==> config.mk <==
export PLATFORM = sky130hd
export DESIGN_NAME = pel_pack
export DESIGN_NICKNAME = d
export VERILOG_FILES = /design/src/rtl/pel_pkg.sv /design/src/rtl/pel_pack.sv
export SDC_FILE = /design/constraint.sdc
export NUM_CORES = 1
export LEC_CHECK = 0
export ABC_AREA = 1
export BUFFER_PORTS_ARGS = -buffer_cell sky130_fd_sc_hd__buf_2
export CORE_ASPECT_RATIO = 0.5
export CORE_MARGIN = 5
export CORE_UTILIZATION = 36
export DETAILED_ROUTE_END_ITERATION = 12
export GPL_TIMING_DRIVEN = 0
export PLACE_DENSITY_LB_ADDON = 0.15
export SYNTH_ARGS = -nofsm -noshare
export SYNTH_HDL_FRONTEND = slang
export SYNTH_SLANG_ARGS = --single-unit
export TNS_END_PERCENT = 20
==> constraint.sdc <==
create_clock -name vclk -period 9.2
set_clock_uncertainty 0.15 [all_clocks]
set_input_delay 2.3 -clock vclk [all_inputs]
set_output_delay 2.3 -clock vclk [all_outputs]
set_load 0.02 [all_outputs]
==> src/rtl/pel_pkg.sv <==
// package for the palette expand and lookup block
// types, register and command codes, channel expansion table and shading helper
// no dependencies
package pel_pkg;

  localparam int unsigned ColourW = 32;
  localparam int unsigned ChanW   = 5;
  localparam int unsigned ShiftW  = 5;
  localparam int unsigned EntryW  = 12;

  typedef enum logic [1:0] {
    CFG_RED_SHIFT   = 2'd0,
    CFG_GREEN_SHIFT = 2'd1,
    CFG_BLUE_SHIFT  = 2'd2
  } cfg_reg_e;

  typedef enum logic {
    CMD_WRITE  = 1'b0,
    CMD_LOOKUP = 1'b1
  } cmd_e;

  typedef struct packed {
    logic [ShiftW-1:0] red;
    logic [ShiftW-1:0] green;
    logic [ShiftW-1:0] blue;
  } shift_cfg_t;

  // x*255/31, truncated
  localparam logic [7:0] EXPAND5_LUT [32] = '{
    8'd0,   8'd8,   8'd16,  8'd24,  8'd32,  8'd41,  8'd49,  8'd57,
    8'd65,  8'd74,  8'd82,  8'd90,  8'd98,  8'd106, 8'd115, 8'd123,
    8'd131, 8'd139, 8'd148, 8'd156, 8'd164, 8'd172, 8'd180, 8'd189,
    8'd197, 8'd205, 8'd213, 8'd222, 8'd230, 8'd238, 8'd246, 8'd255
  };

  function automatic logic [7:0] expand5(input logic [ChanW-1:0] x);
    return EXPAND5_LUT[x];
  endfunction

  // v*202/256, truncated
  function automatic logic [7:0] shade8(input logic [7:0] v);
    logic [15:0] p;
    p = 16'(v) * 16'd202;
    return p[15:8];
  endfunction

endpackage

==> src/rtl/pel_pack.sv <==
// expands 5-bit channels to 8 bits and packs normal and shadow colour words
// depends on pel_pkg
module pel_pack import pel_pkg::*; (
  input  shift_cfg_t         shift_i,
  input  logic [ChanW-1:0]   red_i,
  input  logic [ChanW-1:0]   green_i,
  input  logic [ChanW-1:0]   blue_i,
  output logic [ColourW-1:0] colour_o,
  output logic [ColourW-1:0] shadow_o
);

  logic [7:0] red_x, green_x, blue_x;
  logic [7:0] red_s, green_s, blue_s;

  always_comb begin
    red_x   = expand5(red_i);
    green_x = expand5(green_i);
    blue_x  = expand5(blue_i);
    red_s   = shade8(red_x);
    green_s = shade8(green_x);
    blue_s  = shade8(blue_x);
  end

  // overlapping channels are ored, bits above the top are dropped
  assign colour_o = (ColourW'(red_x) << shift_i.red) |
                    (ColourW'(green_x) << shift_i.green) |
                    (ColourW'(blue_x) << shift_i.blue);
  assign shadow_o = (ColourW'(red_s) << shift_i.red) |
                    (ColourW'(green_s) << shift_i.green) |
                    (ColourW'(blue_s) << shift_i.blue);

endmodule

==> metrics.md <==
| Metric | Value |
|---|---|
| HP Start | `shift_i[4]` |
| Period utilization | `0.982` |
| Filler instances | `2444` |
| Setup crit start kind | `input port` |
| Setup Crit Path Kind | `in -> out` |
| Post-route ant nets | `0` |
| Pin count of the biggest net entering global routing | `13` |
| Synth unique cells | `51` |
| Worst EP arrival | `6590 ps` |
| # DRC | `0` |
| Netlist Area Pre-Place | `0.00794 mm^2` |
| Max transition margin | `0.519` |
| Dpl hpwl | `28100 um` |
| Seq. cell area | `0 um^2` |
| Yosys top cell area share | `0.212` |
| Placed Cells | `1857` |
| Slew Viols, Final | `0` |
| DR vias | `10.5k` |
| Final Instance Area | `0.00964 mm^2` |
| Worst slew pin tran | `714 ps` |
| Mapped Cells | `1467` |
| Global router's overall resource usage | `0.254` |
| Port Buffers | `90` |
| MaxCap Viol Count | `0` |
| Period minus WS final | `9040 ps` |
| Area occupied by multi-input gates | `0.00771 mm^2` |
| Grt ovf | `0` |
| Routability cong. | `1.03` |
| VDD IR max | `0.0727 mV` |
| Vias in the first global route | `9653` |
| Non-filler cells, final | `1873` |
| Switching Power | `0.000970 W` |
| Row count | `38` |
| Sequential-to-total area share from yosys stat | `0` |
| Via-to-Cell Ratio | `5.63` |
| Top post-synthesis cells by area | `nand2_1 (21%), ha_1 (21%), nand3_1 (19%)` |
| Power Density | `153 mW/mm^2` |
| Die width | `220 um` |
| Area Overhead vs Synth | `21.5%` |
| P_int | `0.000510 W` |
| Crit-path max FO | `7` |
| Worst Hold Class | `in -> out` |
| Hold Buf Count CTS | `0` |
| Post-synth top area cell | `nand2_1` |
| Flip-flop and latch count | `0` |
| Sw Ratio | `0.655` |
| First-pass GRT wire length | `52200 um` |
| Routed wire length | `33800 um` |
| CLK BUF | `0` |
| Logic pwr share | `1.000` |
| Reg power frac | `0` |
| Final setup viols | `0` |
| Placed instance area | `0.00876 mm^2` |
| Fmax achieved | `0.111 GHz` |
| CP startpoint | `red_i[0]` |
| Yosys warnings | `0` |
| Initial core utilization | `0.366` |
| Wire length per cell | `18.1 um` |
| Ant diodes | `0` |
| Net count after synthesis | `1641` |
| Die ar. | `0.0253 mm^2` |
| Mapped Avg Cell Area | `5.41 um^2` |
| Ports | `94` |
| DRT Pass-1 Iters | `6` |
| Setup crit end kind | `output pin` |
| Share of layout cells above drive strength 1 | `0.202` |
| Starting DRC count in detailed routing | `1164` |
| RSZ-0062 raised after global routing | `true` |
| Outcome | `complete, no violations` |
| Clock network fraction of design power | `0` |
| Final #Nets | `1749` |
| Die Ht | `115 um` |
| Initial antenna violation count | `0` |
| Required @ worst endpoint | `6750 ps` |
| Core Region | `0.0217 mm^2` |
| Final Hold Viols | `0` |
| Static leakage | `5.05 nW` |
## critical path: stages
cell and delay, ps:
buf_6 120, ha_1 230, o21ai_1 250, a21oi_4 110, ha_1 280, inv_1 40, fa_1 490, inv_2 50
ha_4 210, fa_1 560, ha_4 240, a21oi_4 160, o21ai_0 90, inv_1 100, nor2_1 50, nor3_2 190
nand3b_1 160, nand3_1 120, nand2_2 100, nand2_2 80, nand2_1 70, nand2_2 80, nand2_1 70, nand3_1 140
nand3_2 120, buf_4 180
## cell usage in the layout, fill, tap and decap left out, types with 10 or more instances in the layout
master and n:
inv_2 14, nand2_2 48, a21oi_1 22, buf_2 80
buf_1 15, nand3_1 249, inv_1 114, nand4_1 49
nand3_2 58, o21ai_0 79, fa_1 12, clkbuf_1 42
o21ai_2 10, ha_1 121, nand2_1 414, nor2_1 79
buf_4 35
## path summary, 6_finish.rpt
check      endpoint  slack, ps  depth (start not counted)
min    shadow_o[16]       5130                          6
max    shadow_o[11]        160                         26
## stage by stage
| stage | total power [W] | utilization | setup WS [ps] | TNS (ps) | hold slack, ps |
|---|---|---|---|---|---|
| 6_report | 0.00148 | 0.445 | 161 | 0 | 5130 |
| 5_1_grt | 0.00163 | 0.445 | -60.7 | -825 | 5100 |
| 4_1_cts | 0.00132 | 0.413 | 8.81 | 0 | 5080 |
| 3_5_place_dp | 0.00126 | 0.404 | -714 | -17470 | 5070 |
| 3_3_place_gp | 0.00125 | 0.404 | -672 | -17020 | 5080 |
| 2_1_floorplan | 0.000920 | - | 400 | 0 | 4680 |
## layer usage
metal,vias to the layer above,global-route usage,part of all wire
li1,5174,-,-
met1,4876,0.358,0.45
met2,424,0.416,0.45
met3,69,0.0303,0.073
met4,0,0.0586,0.027
met5,-,0,0
## kinds of logic after synthesis
| group | Yosys count | synth area share |
|---|---|---|
| buffers and inverters | 219 | 0.110 |
| AOI/OAI and AO/OA | 156 | 0.110 |
| xor gates and xnor gates | 10 | 0.0134 |
| adders and majority gates | 144 | 0.238 |
| and+or+nand+nor | 937 | 0.527 |
| muxes | 1 | 0.00126 |
## Yosys cell counts, types with 2 or more instances
master      n
o21ai_1     6
nand3_1   305
ha_1      132
buf_1      15
nor4_1      2
fa_1       12
o22ai_1     2
clkinv_1    5
o311ai_0    2
clkbuf_1   42
buf_4       4
xnor2_1     2
o21ai_2     3
nor3_2      3
nand2_1   448
buf_2      14
nand3_2     4
a21oi_1    33
o21ai_0    88
a22oi_1     5
o21bai_1    3
clkbuf_4    2
nand3b_1    6
nor3_1      9
xor2_1      7
nand4_1    49
nor2_1     87
a211oi_1    3
inv_1     126
nand2_4     3
nand2_2    15
inv_2      10
nor2_2      2
## cell type report
class,count,area share
multi-input cells,1248,0.800
repair buffers,107,0.0694
inverters,141,0.0570
well taps,300,0.0389
plain buffers,77,0.0348
## repair_timing
| action | CTS | global route |
|---|---|---|
| gates resized for setup | 47 | 160 |
| pin swaps | 10 | 55 |
| setup buffers | 3 | 14 |
| setup endpoints to repair | 32 | 31 |
## power by group through the flow
stage                     clock [W]  sequential, W  combinational (W)
after floorplan                   0              0           0.000920
after global placement            0              0            0.00125
after detailed placement          0              0            0.00126
after CTS                         0              0            0.00132
after global routing              0              0            0.00163
final                             0              0            0.00148
No activity file was read; power rests on OpenSTA's default activity.
